### src/rtl/lpme_pkg.sv
// ----------------------------------------------------------------------------
// lpme_pkg
// shared types and constants of the parity message extractor
// ----------------------------------------------------------------------------
`default_nettype none

package lpme_pkg;

  localparam int POS_W       = 24;
  localparam int PC_W        = 24;
  localparam int WIN_W       = 32;
  localparam int CMP_W       = 32;
  localparam int SAMPLE_W    = 8;
  localparam int BYTE_W      = 8;
  localparam int BYTE_LOG2   = 3;
  localparam int KIND_W      = 2;
  localparam int CFG_IDX_W   = 2;
  localparam int CFG_DATA_W  = 32;
  localparam int QUEUE_DEPTH = 4;
  localparam int QPTR_W      = 2;
  localparam int QCNT_W      = 3;

  localparam logic [WIN_W-1:0] START_PATTERN_RST = 32'h01FF_01FF;

  localparam logic [CFG_IDX_W-1:0] CFG_COLOR_MODE    = 2'd0;
  localparam logic [CFG_IDX_W-1:0] CFG_PIXEL_COUNT   = 2'd1;
  localparam logic [CFG_IDX_W-1:0] CFG_START_PATTERN = 2'd2;

  localparam logic [KIND_W-1:0] KIND_BYTE = 2'd0;
  localparam logic [KIND_W-1:0] KIND_END  = 2'd1;
  localparam logic [KIND_W-1:0] KIND_NONE = 2'd2;

  typedef enum logic [2:0] {
    PH_SEARCH = 3'b001,
    PH_DECODE = 3'b010,
    PH_DONE   = 3'b100
  } phase_e;

  typedef struct packed {
    logic                color_mode;
    logic [PC_W-1:0]     pixel_count;
    logic [WIN_W-1:0]    start_pattern;
  } cfg_t;

  typedef struct packed {
    logic                image_start;
    logic [SAMPLE_W-1:0] red;
    logic [SAMPLE_W-1:0] green;
    logic [SAMPLE_W-1:0] blue;
  } pix_t;

  typedef struct packed {
    logic [BYTE_W-1:0] data;
    logic [KIND_W-1:0] kind;
    logic              fin;
  } res_t;

  typedef struct packed {
    res_t a;
    res_t b;
    logic a_vld;
    logic b_vld;
  } res_pair_t;

endpackage

`default_nettype wire

### src/rtl/lpme_cfg_regs.sv
// ----------------------------------------------------------------------------
// lpme_cfg_regs
// configuration registers written through a plain indexed write port
// ----------------------------------------------------------------------------
`default_nettype none

module lpme_cfg_regs (
  input  wire logic                           clk_i,
  input  wire logic                           rst_ni,
  input  wire logic                           cfg_we_i,
  input  wire logic [lpme_pkg::CFG_IDX_W-1:0]  cfg_idx_i,
  input  wire logic [lpme_pkg::CFG_DATA_W-1:0] cfg_data_i,
  output lpme_pkg::cfg_t                      cfg_o
);
  import lpme_pkg::*;

  cfg_t cfg_q, cfg_d;

  always_comb begin
    cfg_d = cfg_q;
    if (cfg_we_i) begin
      case (cfg_idx_i)
        CFG_COLOR_MODE:    cfg_d.color_mode    = cfg_data_i[0];
        CFG_PIXEL_COUNT:   cfg_d.pixel_count   = cfg_data_i[PC_W-1:0];
        CFG_START_PATTERN: cfg_d.start_pattern = cfg_data_i[WIN_W-1:0];
        default: ;
      endcase
    end
  end

  always_ff @(posedge clk_i or negedge rst_ni) begin
    if (!rst_ni) begin
      cfg_q.color_mode    <= 1'b0;
      cfg_q.pixel_count   <= '0;
      cfg_q.start_pattern <= START_PATTERN_RST;
    end else begin
      cfg_q <= cfg_d;
    end
  end

  assign cfg_o = cfg_q;

endmodule

`default_nettype wire

### src/rtl/lpme_in_reg.sv
// ----------------------------------------------------------------------------
// lpme_in_reg
// input register holding one pixel beat until the core takes it
// ----------------------------------------------------------------------------
`default_nettype none

module lpme_in_reg (
  input  wire logic           clk_i,
  input  wire logic           rst_ni,
  input  wire logic           in_valid_i,
  output logic                in_stall_o,
  input  wire lpme_pkg::pix_t pix_i,
  input  wire logic           room_i,
  output logic                fire_o,
  output lpme_pkg::pix_t      pix_o
);
  import lpme_pkg::*;

  logic vld_q, vld_d;
  pix_t pix_q;
  logic accept;

  assign in_stall_o = vld_q & ~room_i;
  assign fire_o     = vld_q & room_i;
  assign accept     = in_valid_i & ~in_stall_o;

  always_comb begin
    vld_d = vld_q;
    if (accept) begin
      vld_d = 1'b1;
    end else if (fire_o) begin
      vld_d = 1'b0;
    end
  end

  always_ff @(posedge clk_i or negedge rst_ni) begin
    if (!rst_ni) begin
      vld_q <= 1'b0;
    end else begin
      vld_q <= vld_d;
    end
  end

  always_ff @(posedge clk_i) begin
    if (accept) begin
      pix_q <= pix_i;
    end
  end

  assign pix_o = pix_q;

endmodule

`default_nettype wire

### src/rtl/lpme_core.sv
// ----------------------------------------------------------------------------
// lpme_core
// parity bit extraction, start marker search and message byte framing
// ----------------------------------------------------------------------------
`default_nettype none

module lpme_core (
  input  wire logic           clk_i,
  input  wire logic           rst_ni,
  input  wire lpme_pkg::cfg_t cfg_i,
  input  wire logic           fire_i,
  input  wire lpme_pkg::pix_t pix_i,
  output lpme_pkg::res_pair_t res_o
);
  import lpme_pkg::*;

  phase_e             phase_q, phase_d, ph;
  logic [POS_W-1:0]   pos_q, pos_d, pos_b, pos_n;
  logic [WIN_W-1:0]   win_q, win_d, win_b, win_n;
  logic               bit_v, boundary, late, at_end, pc_zero;
  logic [CMP_W-1:0]   pos_cmp, pc_cmp;
  res_pair_t          res;

  always_comb begin
    ph    = pix_i.image_start ? PH_SEARCH : phase_q;
    pos_b = pix_i.image_start ? '0 : pos_q;
    win_b = pix_i.image_start ? '0 : win_q;

    bit_v = cfg_i.color_mode ? (pix_i.red[0] ^ pix_i.green[0] ^ pix_i.blue[0])
                             : pix_i.red[0];
    win_n = {win_b[WIN_W-2:0], bit_v};
    pos_n = pos_b + POS_W'(1);

    pos_cmp  = CMP_W'(pos_n);
    pc_cmp   = CMP_W'(cfg_i.pixel_count);
    pc_zero  = (cfg_i.pixel_count == '0);
    boundary = (pos_n[BYTE_LOG2-1:0] == '0) ;
    // marker window needs four whole bytes
    late     = boundary && (pos_cmp >= CMP_W'(WIN_W)) && (pos_cmp >= pc_cmp - CMP_W'(1));
    at_end   = (pos_cmp == pc_cmp);
  end

  always_comb begin
    phase_d = phase_q;
    pos_d   = pos_q;
    win_d   = win_q;
    res     = '0;
    if (fire_i) begin
      phase_d = ph;
      pos_d   = pos_b;
      win_d   = win_b;
      case (ph)
        PH_SEARCH: begin
          if (pc_zero) begin
            phase_d     = PH_DONE;
            res.a_vld   = 1'b1;
            res.a.kind  = KIND_END;
            res.a.fin   = 1'b1;
          end else begin
            pos_d = pos_n;
            win_d = win_n;
            if (late) begin
              phase_d    = PH_DONE;
              res.a_vld  = 1'b1;
              res.a.kind = KIND_NONE;
              res.a.fin  = 1'b1;
            end else if (boundary && (pos_cmp >= CMP_W'(WIN_W)) &&
                         (win_n == cfg_i.start_pattern)) begin
              phase_d = PH_DECODE;
            end else if (at_end) begin
              phase_d    = PH_DONE;
              res.a_vld  = 1'b1;
              res.a.kind = KIND_NONE;
              res.a.fin  = 1'b1;
            end
          end
        end
        PH_DECODE: begin
          pos_d = pos_n;
          win_d = win_n;
          if (boundary && (win_n[BYTE_W-1:0] == '0)) begin
            phase_d    = PH_DONE;
            res.a_vld  = 1'b1;
            res.a.kind = KIND_END;
            res.a.fin  = 1'b1;
          end else begin
            if (boundary) begin
              res.a_vld  = 1'b1;
              res.a.data = win_n[BYTE_W-1:0];
              res.a.kind = KIND_BYTE;
            end
            if (at_end) begin
              phase_d = PH_DONE;
              if (boundary) begin
                res.b_vld  = 1'b1;
                res.b.kind = KIND_END;
                res.b.fin  = 1'b1;
              end else begin
                res.a_vld  = 1'b1;
                res.a.kind = KIND_END;
                res.a.fin  = 1'b1;
              end
            end
          end
        end
        default: ;
      endcase
    end
  end

  always_ff @(posedge clk_i or negedge rst_ni) begin
    if (!rst_ni) begin
      phase_q <= PH_SEARCH;
      pos_q   <= '0;
      win_q   <= '0;
    end else begin
      phase_q <= phase_d;
      pos_q   <= pos_d;
      win_q   <= win_d;
    end
  end

  assign res_o = res;

endmodule

`default_nettype wire

### src/rtl/lpme_out_queue.sv
// ----------------------------------------------------------------------------
// lpme_out_queue
// small result queue taking up to two results a cycle, one beat out a cycle unless out_stall_i holds it
// ----------------------------------------------------------------------------
`default_nettype none

module lpme_out_queue (
  input  wire logic                clk_i,
  input  wire logic                rst_ni,
  input  wire lpme_pkg::res_pair_t res_i,
  output logic                     room_o,
  output logic                     out_valid_o,
  input  wire logic                out_stall_i,
  output lpme_pkg::res_t           res_o
);
  import lpme_pkg::*;

  res_t              mem_q [QUEUE_DEPTH];
  logic [QPTR_W-1:0] wp_q, wp_d, rp_q, rp_d;
  logic [QCNT_W-1:0] cnt_q, cnt_d;
  logic [QCNT_W-1:0] n_push;
  logic              pop;

  // room for two results, judged on the registered fill only
  assign room_o      = (cnt_q <= QCNT_W'(QUEUE_DEPTH - 2));
  assign out_valid_o = (cnt_q != '0);
  assign pop         = out_valid_o & ~out_stall_i;
  assign n_push      = QCNT_W'(res_i.a_vld) + QCNT_W'(res_i.b_vld);

  always_comb begin
    wp_d  = wp_q + QPTR_W'(n_push);
    rp_d  = pop ? rp_q + QPTR_W'(1) : rp_q;
    cnt_d = cnt_q + n_push - QCNT_W'(pop);
  end

  always_ff @(posedge clk_i or negedge rst_ni) begin
    if (!rst_ni) begin
      wp_q  <= '0;
      rp_q  <= '0;
      cnt_q <= '0;
    end else begin
      wp_q  <= wp_d;
      rp_q  <= rp_d;
      cnt_q <= cnt_d;
    end
  end

  always_ff @(posedge clk_i) begin
    if (res_i.a_vld) begin
      mem_q[wp_q] <= res_i.a;
    end
    if (res_i.b_vld) begin
      mem_q[wp_q + QPTR_W'(1)] <= res_i.b;
    end
  end

  assign res_o = mem_q[rp_q];

endmodule

`default_nettype wire

### src/rtl/lsb_parity_message_extractor.sv
// path: a pixel beat waits in the input register until the queue has room; its results are registered in the queue
// throughput: one pixel beat per cycle while the queue has room; a pixel giving two results needs two output beats
// the four-entry result queue and its registered fill count set the input stall
// reset: asynchronous, clears search state, queue and input register, loads register defaults
// ----------------------------------------------------------------------------
// lsb_parity_message_extractor
// recovers a byte message hidden in pixel parity bits after a start marker
// ----------------------------------------------------------------------------
`default_nettype none

module lsb_parity_message_extractor (
  input  wire logic                            clk_i,
  input  wire logic                            rst_ni,
  input  wire logic                            cfg_we_i,
  input  wire logic [lpme_pkg::CFG_IDX_W-1:0]   cfg_idx_i,
  input  wire logic [lpme_pkg::CFG_DATA_W-1:0]  cfg_data_i,
  input  wire logic                            in_valid_i,
  output logic                                 in_stall_o,
  input  wire logic                            image_start_i,
  input  wire logic [lpme_pkg::SAMPLE_W-1:0]    sample_red_i,
  input  wire logic [lpme_pkg::SAMPLE_W-1:0]    sample_green_i,
  input  wire logic [lpme_pkg::SAMPLE_W-1:0]    sample_blue_i,
  output logic                                 out_valid_o,
  input  wire logic                            out_stall_i,
  output logic [lpme_pkg::BYTE_W-1:0]           decoded_byte_o,
  output logic [lpme_pkg::KIND_W-1:0]           result_kind_o,
  output logic                                 final_res_o
);
  import lpme_pkg::*;

  cfg_t      cfg;
  pix_t      pix_in, pix_reg;
  logic      room, fire;
  res_pair_t res_pair;
  res_t      res_out;

  assign pix_in.image_start = image_start_i;
  assign pix_in.red         = sample_red_i;
  assign pix_in.green       = sample_green_i;
  assign pix_in.blue        = sample_blue_i;

  lpme_cfg_regs u_cfg (
    .clk_i      (clk_i),
    .rst_ni     (rst_ni),
    .cfg_we_i   (cfg_we_i),
    .cfg_idx_i  (cfg_idx_i),
    .cfg_data_i (cfg_data_i),
    .cfg_o      (cfg)
  );

  lpme_in_reg u_in (
    .clk_i      (clk_i),
    .rst_ni     (rst_ni),
    .in_valid_i (in_valid_i),
    .in_stall_o (in_stall_o),
    .pix_i      (pix_in),
    .room_i     (room),
    .fire_o     (fire),
    .pix_o      (pix_reg)
  );

  lpme_core u_core (
    .clk_i  (clk_i),
    .rst_ni (rst_ni),
    .cfg_i  (cfg),
    .fire_i (fire),
    .pix_i  (pix_reg),
    .res_o  (res_pair)
  );

  lpme_out_queue u_out (
    .clk_i       (clk_i),
    .rst_ni      (rst_ni),
    .res_i       (res_pair),
    .room_o      (room),
    .out_valid_o (out_valid_o),
    .out_stall_i (out_stall_i),
    .res_o       (res_out)
  );

  assign decoded_byte_o = res_out.data;
  assign result_kind_o  = res_out.kind;
  assign final_res_o    = res_out.fin;

endmodule

`default_nettype wire
### config.mk
export PLATFORM = sky130hd
export DESIGN_NAME = lsb_parity_message_extractor
export DESIGN_NICKNAME = d
export VERILOG_FILES = /design/src/rtl/lpme_pkg.sv /design/src/rtl/lpme_cfg_regs.sv /design/src/rtl/lpme_in_reg.sv /design/src/rtl/lpme_core.sv /design/src/rtl/lpme_out_queue.sv /design/src/rtl/lsb_parity_message_extractor.sv
export SDC_FILE = /design/constraint.sdc
export NUM_CORES = 1
export LEC_CHECK = 0
export BUFFER_PORTS_ARGS = -buffer_cell sky130_fd_sc_hd__buf_2
export CORE_ASPECT_RATIO = 0.6
export CORE_UTILIZATION = 40
export DETAILED_ROUTE_END_ITERATION = 10
export GPL_TIMING_DRIVEN = 0
export HOLD_SLACK_MARGIN = 0.1
export PLACE_DENSITY = 0.58
export SYNTH_ARGS = -nofsm -noshare
export SYNTH_HDL_FRONTEND = slang
export SYNTH_SLANG_ARGS = --single-unit
### constraint.sdc
create_clock -name clk_i -period 11.1 [get_ports clk_i]
set_clock_uncertainty 0.1 [all_clocks]
set_input_delay 1.11 -clock clk_i [delete_from_list [all_inputs] [get_ports clk_i]]
set_output_delay 1.11 -clock clk_i [all_outputs]
set_load 0.01 [all_outputs]
==> report_table.html, run 1 <==
<table>
<tr><th>Metric</th><th>Value</th></tr>
<tr><th colspan="2">Yosys</th></tr>
<tr><td>Post-synthesis compound-gate area fraction</td><td>about 17%</td></tr>
<tr><td>Cell count after synthesis</td><td>1053</td></tr>
<tr><td>Sequential-to-total area share from yosys stat</td><td>about 40%</td></tr>
<tr><td>Post-synthesis cell type count</td><td>82</td></tr>
<tr><td>Share of synthesized cell area in full adder, half adder and majority cells</td><td>4.16%</td></tr>
<tr><td>Multiplexer share of the synthesized area</td><td>9.37%</td></tr>
<tr><td>Number of enable flip-flop cells after synthesis</td><td>12</td></tr>
<tr><td>Number of warnings printed during yosys synthesis</td><td>0</td></tr>
<tr><td>Async set-reset flop share out of synthesis</td><td>71.9%</td></tr>
<tr><td>Total standard cell area after synthesis</td><td>10400 sq um</td></tr>
<tr><td>Fraction of synthesized cell area in xor and xnor cells</td><td>7.40%</td></tr>
<tr><td>Synthesized net count</td><td>1151</td></tr>
<tr><td>Simple logic cell fraction of the synthesized area</td><td>19.2%</td></tr>
<tr><td>Flop and latch count out of synthesis</td><td>171</td></tr>
<tr><td>Main combinational cell family by area after synthesis</td><td>simple AND/OR/NAND/NOR gates</td></tr>
<tr><td>Most frequently used flop master after synthesis</td><td>dfrtp_1</td></tr>
<tr><td>Syn_area_per_cell</td><td>9.89 sq um</td></tr>
<tr><th colspan="2">Floorplanning</th></tr>
<tr><td>Number of placed I/O pins</td><td>77</td></tr>
<tr><td>Initial standard-cell utilization of the core</td><td>40.9%</td></tr>
<tr><td>Width of the chip</td><td>about 210 microns</td></tr>
<tr><td>Area inside the core boundary</td><td>25400 sq um</td></tr>
<tr><td>Overall die height</td><td>127 microns</td></tr>
<tr><td>Std-Cell Rows</td><td>between 40 and 50</td></tr>
<tr><td>Die Outline Area</td><td>26700 sq um</td></tr>
<tr><th colspan="2">GRT</th></tr>
<tr><td>Final global-route overflow total</td><td>0</td></tr>
<tr><td>Vias in the first global route</td><td>~8400</td></tr>
<tr><td>Met3 track utilization from global routing</td><td>5.65%</td></tr>
<tr><td>Global-route wire length before repair</td><td>slightly above 50000 microns</td></tr>
<tr><td>Global Route met2 Usage</td><td>between 30% and 40%</td></tr>
<tr><td>Global-route track usage on met1</td><td>42.0%</td></tr>
<tr><td>GRT Overall Usage</td><td>25.6%</td></tr>
<tr><td>Gr busiest metal</td><td>met1</td></tr>
<tr><td>Maximum number of pins on one net before global-route repair</td><td>82</td></tr>
<tr><td>Number of antenna violations at the first check in global routing</td><td>1</td></tr>
<tr><th colspan="2">Power</th></tr>
<tr><td>Power per cell area</td><td>169 nW/um^2</td></tr>
<tr><td>Highest ir drop seen on vdd</td><td>0.116 mV</td></tr>
<tr><td>Sequential share of power</td><td>between 40% and 50%</td></tr>
<tr><td>Switch Pwr</td><td>0.746 mW</td></tr>
<tr><td>Design internal power</td><td>1.24 mW</td></tr>
<tr><td>Switching part of the total</td><td>37.5%</td></tr>
<tr><td>Static leakage power</td><td>4.67 nW</td></tr>
<tr><td>Proportion of power drawn by combinational gates</td><td>29.6%</td></tr>
<tr><td>Portion of total power attributed to the clock network</td><td>a little under a third</td></tr>
<tr><th colspan="2">Place</th></tr>
<tr><td>Setup Slack @ Placement</td><td>~2600 ps</td></tr>
<tr><td>Dpl hpwl</td><td>24700 microns</td></tr>
<tr><td>Gpl congestion</td><td>0.988</td></tr>
<tr><td>Number of buffers added on ports</td><td>55</td></tr>
<tr><td>Number of placed cells counting well taps</td><td>approximately 1500</td></tr>
<tr><th colspan="2">Clock tree</th></tr>
<tr><td>Post-CTS Setup Bufs</td><td>0</td></tr>
<tr><td>Latest clock arrival within the worst-skew pair</td><td>450 ps</td></tr>
<tr><td>Sinks on Clock Net</td><td>171</td></tr>
<tr><td>H-tree depth</td><td>4</td></tr>
<tr><td>Hold_buf cts</td><td>0</td></tr>
<tr><td>CTS tree</td><td>done</td></tr>
<tr><td>Clk Tree Root Cell</td><td>clkbuf_16</td></tr>
<tr><td>Buffer levels on the longest clock path</td><td>2</td></tr>
<tr><td>Clock transition at the register clock pins on the worst setup and hold paths after CTS</td><td>around 70 ps</td></tr>
<tr><td>Number of cells upsized or downsized after cts</td><td>0</td></tr>
<tr><td>Cts bufs inserted</td><td>17</td></tr>
<tr><th colspan="2">STA</th></tr>
<tr><td>Post-route worst setup slack</td><td>2310 ps</td></tr>
<tr><td>Slew at the pin closest to its max-slew limit</td><td>1170 ps</td></tr>
<tr><td>Post-route minimum period</td><td>approximately 9000 ps</td></tr>
<tr><td>Final Hold Violating Endpoints</td><td>0</td></tr>
<tr><td>Fin Setup TNS</td><td>0 ps</td></tr>
<tr><td>Upper clock frequency limit</td><td>114 MHz</td></tr>
<tr><td>Max-slew violation count</td><td>0</td></tr>
<tr><td>RSZ-0062 raised after global routing</td><td>false</td></tr>
<tr><td>Worst max-slew margin expressed relative to the limit</td><td>21.6%</td></tr>
<tr><td>Final Cycle Share</td><td>79.2%</td></tr>
<tr><td>Number of endpoints failing setup at the final stage</td><td>0</td></tr>
<tr><td>Worst hold slack</td><td>374 ps</td></tr>
<tr><th colspan="2">Min path</th></tr>
<tr><td>Path type of the worst min-delay path</td><td>reg -&gt; reg</td></tr>
<tr><th colspan="2">Drt</th></tr>
<tr><td>Remaining routing DRC violations</td><td>0</td></tr>
<tr><td>Per-cell routed wire length</td><td>roughly 22 microns</td></tr>
<tr><td>Final antenna-violating net count</td><td>0</td></tr>
<tr><td>WL final</td><td>32500 microns</td></tr>
<tr><td>Via density per instance</td><td>5.92</td></tr>
<tr><td>Drt pass-1 iters</td><td>5</td></tr>
<tr><td>First DRT Iteration DRCs</td><td>987</td></tr>
<tr><td>Vias post-DR</td><td>8846</td></tr>
<tr><th colspan="2">Finish</th></tr>
<tr><td>Post-layout nets</td><td>1226</td></tr>
<tr><td>Area delta synth-&gt;final</td><td>12.8%</td></tr>
<tr><td>Fill cell total of the finished layout</td><td>2468</td></tr>
<tr><td>Commonest non-fill, non-tap cells in the layout</td><td>dfrtp_1 (104), nand2_1 (76), buf_2 (69), nor2_1 (65), mux2_2 (62)</td></tr>
<tr><td>Core occupancy in the finished layout</td><td>46.2%</td></tr>
<tr><td>Ant. Diodes</td><td>0</td></tr>
<tr><td>Most frequent standard cell in the layout excluding fill and tap cells</td><td>dfrtp_1</td></tr>
<tr><td>Non-filler cells, final</td><td>1493</td></tr>
<tr><td>Fraction of layout instances using a drive strength above 1</td><td>19.1%</td></tr>
<tr><th colspan="2">Worst setup path</th></tr>
<tr><td>CP Data Required Time</td><td>11330 ps</td></tr>
<tr><td>Slowest Stage Delay on Critical Path</td><td>800 ps</td></tr>
<tr><td>Top fanout value on the critical path</td><td>10</td></tr>
<tr><td>Kind of start point of the critical path</td><td>flip-flop</td></tr>
<tr><td>Crit-path slowest cell</td><td>buf_1</td></tr>
<tr><td>Element type at the critical path end</td><td>flip-flop</td></tr>
<tr><td>Top cell by count, worst path</td><td>ha_1</td></tr>
<tr><td>Arrival time worst endpoint</td><td>9020 ps</td></tr>
<tr><td>Startpoint-to-endpoint class of the critical path</td><td>reg -&gt; reg</td></tr>
<tr><th colspan="2">Run</th></tr>
<tr><td>Max capacitance violation total</td><td>0</td></tr>
<tr><th colspan="2">Run status</th></tr>
<tr><td>Result of the run</td><td>completed</td></tr>
</table>
## worst paths after layout
path                              startpoint                end  slack (ps)  cells after the start
max in group asynchronous             rst_ni    u_cfg.cfg_o[24]        9630                      2
min in group asynchronous             rst_ni   u_core.pos_q[13]         470                      1
setup / recovery              u_in.pix_o[24]     u_out.cnt_q[2]        2310                     26
setup reg to reg              u_in.pix_o[24]     u_out.cnt_q[2]        2310                     26
hold / removal             u_out.mem_q[3][5]  u_out.mem_q[3][5]         370                      2
hold reg to reg            u_out.mem_q[3][5]  u_out.mem_q[3][5]         370                      2
## layout make-up
cell class | instances | area, sq um | share of cell area [%]
well taps | 352 | 440 | 3.75
clock buffers | 21 | 480 | 4.09
repair buffers | 56 | 309 | 2.63
flip-flops and latches | 171 | 4180 | 35.6
plain buffers | 63 | 263 | 2.24
inverters | 20 | 75.1 | 0.639
multi-input cells | 799 | 5890 | 50.2
clock inverters | 11 | 105 | 0.895
## critical path, delay by kind of cell, from the launching register on
family | cells | cell delay (ps)
buffers and inverters | 9 | 3560
XOR/XNOR | 1 | 140
adder cells (fa/ha/maj) | 5 | 1660
flip-flops | 1 | 370
multiplexers | 1 | 600
AO/OA/AOI/OAI | 6 | 1360
AND/OR/NAND/NOR | 4 | 830
## state kept, by name, indices dropped and copies added, names as in the netlist, 3 cells and up
| name | count |
|---|---|
| u_cfg.cfg_o | 57 |
| u_out.mem_q | 44 |
| u_in.pix_o | 4 |
| u_core.win_q | 31 |
| u_core.phase_q | 3 |
| u_out.cnt_q | 3 |
| u_core.pos_q | 24 |
## cell families (layout without fill, tap and decap cells)
group	Yosys count	count (layout)
simple gates	360	360
compound gates	249	249
flops	171	171
buf+inv	83	171
xor+xnor	80	80
mux	76	76
fa+ha+maj	34	34
## cells in the mapped netlist (all sizes together), types with 24 or more instances
library cell	instances	area share, %
nor2	65	2.3
mux2	62	6.7
ha	33	4.0
a21oi	38	1.9
nor3	39	1.9
clkbuf	39	1.4
dfxtp	36	6.9
o21ai	66	3.2
nand2	76	2.7
buf	24	1.1
xnor2	58	4.9
a22o	32	2.7
dfrtp	104	25
## power by group through the flow
stage | clock network [mW] | logic, mW | registers (mW)
6_report | 0.598 | 0.589 | 0.801
5_1_grt | 0.641 | 0.640 | 0.811
4_1_cts | 0.611 | 0.583 | 0.797
3_5_place_dp | 0 | 0.579 | 0.809
3_3_place_gp | 0 | 0.574 | 0.807
2_1_floorplan | 0 | 0.390 | 0.775
## routing by layer
| layer | wire length, microns | vias up |
|---|---|---|
| li1 | - | 4100 |
| met2 | 12300 | 385 |
| met3 | 2980 | 28 |
| met4 | 352 | 0 |
| met5 | 0 | - |
| met1 | 16900 | 4333 |
## per-stage QoR
step                power (mW)  cell area, sq um
global route              2.09             11700
global placement          1.38             11100
CTS                       1.99             11700
detailed placement        1.39             11200
floorplan                 1.17             10400
finish                    1.99             11700
(Power assumes the default switching activity.)
==> run 2: changes to the inputs <==
--- a/config.mk
+++ b/config.mk
@@ -11,7 +11,7 @@
 export DETAILED_ROUTE_END_ITERATION = 10
 export GPL_TIMING_DRIVEN = 0
 export HOLD_SLACK_MARGIN = 0.1
-export PLACE_DENSITY = 0.58
+export PLACE_DENSITY = 0.6
 export SYNTH_ARGS = -nofsm -noshare
 export SYNTH_HDL_FRONTEND = slang
 export SYNTH_SLANG_ARGS = --single-unit
==> constraint.sdc (replaced) <==
create_clock -name clk_i -period 8 [get_ports clk_i]
set_clock_uncertainty 0.1 [all_clocks]
set_input_delay 0.8 -clock clk_i [delete_from_list [all_inputs] [get_ports clk_i]]
set_output_delay 0.8 -clock clk_i [all_outputs]
set_load 0.01 [all_outputs]
==> report_table.html, run 2 (synthesis results as in run 1) <==
<table>
<tr><th>Metric</th><th>Value</th></tr>
<tr><th colspan="2">Drt</th></tr>
<tr><td>First DRT Iteration DRCs</td><td>1041 (+5.5%)</td></tr>
<tr><td>Drt pass-1 iters</td><td>5 (unchanged)</td></tr>
<tr><td>Per-cell routed wire length</td><td>21.7 microns (-0.19%)</td></tr>
<tr><td>Vias post-DR</td><td>9001 (+1.8%)</td></tr>
<tr><td>Via density per instance</td><td>6.03 (+1.8%)</td></tr>
<tr><td>Remaining routing DRC violations</td><td>0 (unchanged)</td></tr>
<tr><td>Final antenna-violating net count</td><td>0 (unchanged)</td></tr>
<tr><td>WL final</td><td>32500 microns (-0.19%)</td></tr>
<tr><th colspan="2">Floorplanning</th></tr>
<tr><td>Std-Cell Rows</td><td>45 (unchanged)</td></tr>
<tr><td>Die Outline Area</td><td>26700 sq um (unchanged)</td></tr>
<tr><td>Number of placed I/O pins</td><td>77 (unchanged)</td></tr>
<tr><td>Width of the chip</td><td>210 microns (unchanged)</td></tr>
<tr><td>Area inside the core boundary</td><td>25400 sq um (unchanged)</td></tr>
<tr><td>Overall die height</td><td>127 microns (unchanged)</td></tr>
<tr><td>Initial standard-cell utilization of the core</td><td>40.9% (unchanged)</td></tr>
<tr><th colspan="2">STA</th></tr>
<tr><td>Final Hold Violating Endpoints</td><td>0 (unchanged)</td></tr>
<tr><td>Slew at the pin closest to its max-slew limit</td><td>1110 ps (-50.4 ps)</td></tr>
<tr><td>Upper clock frequency limit</td><td>130 MHz (+14%)</td></tr>
<tr><td>Worst max-slew margin expressed relative to the limit</td><td>25.0% (+3.4 points)</td></tr>
<tr><td>Final Cycle Share</td><td>96.2% (+17 points)</td></tr>
<tr><td>Post-route minimum period</td><td>7700 ps (-1090 ps)</td></tr>
<tr><td>Max-slew violation count</td><td>0 (unchanged)</td></tr>
<tr><td>Worst hold slack</td><td>148 ps (-226 ps)</td></tr>
<tr><td>RSZ-0062 raised after global routing</td><td>false</td></tr>
<tr><td>Number of endpoints failing setup at the final stage</td><td>0 (unchanged)</td></tr>
<tr><th colspan="2">Place</th></tr>
<tr><td>Number of placed cells counting well taps</td><td>1461 (unchanged)</td></tr>
<tr><td>Placed Instance Area</td><td>11200 sq um (unchanged)</td></tr>
<tr><td>Gpl congestion</td><td>0.944 (-4.4%)</td></tr>
<tr><td>Dpl hpwl</td><td>24700 microns (about the same)</td></tr>
<tr><td>Number of buffers added on ports</td><td>55 (unchanged)</td></tr>
<tr><th colspan="2">Finish</th></tr>
<tr><td>Non-filler cells, final</td><td>1493 (unchanged)</td></tr>
<tr><td>Fraction of layout instances using a drive strength above 1</td><td>19.3% (+0.19 points)</td></tr>
<tr><td>Post-layout nets</td><td>1225 (-0.082%)</td></tr>
<tr><td>Flip-flop count of the largest register after layout</td><td>57 (unchanged)</td></tr>
<tr><td>Most frequent standard cell in the layout excluding fill and tap cells</td><td>dfrtp_1</td></tr>
<tr><td>Commonest non-fill, non-tap cells in the layout</td><td>dfrtp_1 (104), nand2_1 (76), buf_2 (69), nor2_1 (65), mux2_2 (62)</td></tr>
<tr><td>Final instance area</td><td>11800 sq um (+0.27%)</td></tr>
<tr><td>Fill cell total of the finished layout</td><td>2451 (-0.69%)</td></tr>
<tr><td>Area delta synth-&gt;final</td><td>13.1%</td></tr>
<tr><th colspan="2">GRT</th></tr>
<tr><td>Vias in the first global route</td><td>8311 (-0.78%)</td></tr>
<tr><td>GRT Overall Usage</td><td>25.0% (-0.57 points)</td></tr>
<tr><td>Number of antenna violations at the first check in global routing</td><td>1 (unchanged)</td></tr>
<tr><td>Maximum number of pins on one net before global-route repair</td><td>85 (+3.7%)</td></tr>
<tr><td>Final global-route overflow total</td><td>0 (unchanged)</td></tr>
<tr><td>Global-route wire length before repair</td><td>49900 microns (-2.4%)</td></tr>
<tr><th colspan="2">Clock tree</th></tr>
<tr><td>Cts bufs inserted</td><td>17 (unchanged)</td></tr>
<tr><td>Sinks on Clock Net</td><td>171 (unchanged)</td></tr>
<tr><td>CTS tree</td><td>done</td></tr>
<tr><td>Clock transition at the register clock pins on the worst setup and hold paths after CTS</td><td>80 ps (about the same)</td></tr>
<tr><td>Buffer levels on the longest clock path</td><td>2 (unchanged)</td></tr>
<tr><td>Latest clock arrival within the worst-skew pair</td><td>460 ps (about the same)</td></tr>
<tr><td>Clk Tree Root Cell</td><td>clkbuf_16</td></tr>
<tr><td>Hold_buf cts</td><td>0 (unchanged)</td></tr>
<tr><td>H-tree depth</td><td>4 (unchanged)</td></tr>
<tr><th colspan="2">Worst setup path</th></tr>
<tr><td>Arrival time worst endpoint</td><td>7930 ps (-1090 ps)</td></tr>
<tr><td>Capturing point of the worst reg2reg path</td><td>u_out.cnt_q[2]</td></tr>
<tr><td>CP Data Required Time</td><td>8230 ps (-3100 ps)</td></tr>
<tr><td>Element type at the critical path end</td><td>flip-flop</td></tr>
<tr><td>Top fanout value on the critical path</td><td>19 (+9)</td></tr>
<tr><td>Register-to-register path setup slack</td><td>300 ps (-2010 ps)</td></tr>
<tr><td>Reg2reg path depth</td><td>25 (-3.8%)</td></tr>
<tr><td>Critical R2R Launch</td><td>u_in.pix_o[24]</td></tr>
<tr><td>Kind of start point of the critical path</td><td>flip-flop</td></tr>
<tr><td>Startpoint-to-endpoint class of the critical path</td><td>reg -&gt; reg</td></tr>
<tr><td>Crit. Startpoint</td><td>u_in.pix_o[24]</td></tr>
<tr><th colspan="2">Power</th></tr>
<tr><td>Static leakage power</td><td>4.68 nW (+0.19%)</td></tr>
<tr><td>Power per cell area</td><td>238 nW/um^2 (+41%)</td></tr>
<tr><td>Highest ir drop seen on vdd</td><td>0.181 mV (+57%)</td></tr>
<tr><th colspan="2">Min path</th></tr>
<tr><td>Path type of the worst min-delay path</td><td>in -&gt; async</td></tr>
<tr><th colspan="2">Run status</th></tr>
<tr><td>Result of the run</td><td>completed</td></tr>
<tr><th colspan="2">Run</th></tr>
<tr><td>Max capacitance violation total</td><td>0 (unchanged)</td></tr>
</table>
==> run 2: report_power, final <==
group	internal [mW]	total [mW]	leakage, nW	switching [mW]
clock	0.481	0.881	0.295	0.400
combinational	0.298	0.813	2.45	0.514
sequential	0.982	1.11	1.94	0.128
total	1.76	2.80	4.68	1.04
==> run 2: final cells by class <==
cell class / instances / area (sq um) / area share (%)
inverter: 20 / 75.1 / 0.637
sequential: 171 / 4180 / 35.5
buffer: 62 / 262 / 2.22
multi-input combinational: 799 / 5900 / 50.1
clock buffer: 18 / 439 / 3.73
antenna: 1 / 2.50 / 0.0212
tap: 352 / 440 / 3.74
clock inverter: 14 / 173 / 1.47
timing repair buffer: 56 / 309 / 2.62
==> run 2: worst max path at each step <==
stage | to | slack (ps)
4_1_cts | u_out.cnt_q[2] | 40
5_1_grt | u_out.cnt_q[2] | 0.5
3_5_place_dp | u_out.cnt_q[2] | -430
3_3_place_gp | u_out.cnt_q[2] | -360
2_1_floorplan | u_out.cnt_q[2] | 1800
6_report | u_out.cnt_q[2] | 300
==> run 2: worst max-delay path, cell delays in order (launching register included) <==
cell	delay [ps]
edfxtp_1	410
buf_2	210
buf_2	210
buf_2	330
clkbuf_2	350
clkbuf_1	290
clkbuf_2	290
nor2b_1	280
ha_1	390
nand4b_4	240
or4_1	550
a21oi_1	590
ha_1	360
and4_1	220
a221oi_1	240
o211ai_1	160
a21oi_1	170
nor2_1	120
a31o_2	290
a32oi_2	320
buf_4	250
inv_2	90
ha_1	310
ha_1	230
fa_1	390
xnor2_1	140
==> run 2: per-stage QoR <==
| stage | total power [mW] | setup TNS, ps | setup WS, ps | util, % |
|---|---|---|---|---|
| finish | 2.80 | 0 | 304 | 46.3 |
| global route | 2.94 | 0 | 0.457 | 46.3 |
| detailed placement | 1.92 | -913 | -435 | 43.9 |
| global placement | 1.91 | -743 | -359 | 43.7 |
| CTS | 2.81 | 0 | 38.9 | 46.3 |
| floorplan | 1.62 | 0 | 1800 | - |
==> run 2: metal layers <==
| metal | GRT usage [%] | vias up | wire length (microns) |
|---|---|---|---|
| met1 | 39.9 | 4458 | 16300 |
| met5 | 0 | - | 0 |
| met4 | 7.21 | 0 | 563 |
| met2 | 31.7 | 409 | 12400 |
| met3 | 6.76 | 41 | 3230 |
| li1 | - | 4093 | - |
==> run 2: what timing repair did <==
action | CTS | global route
endpoints found under the setup margin | 4 | 5
cloned | 0 | 0
setup buffers | 0 | 0
resized for setup | 0 | 5
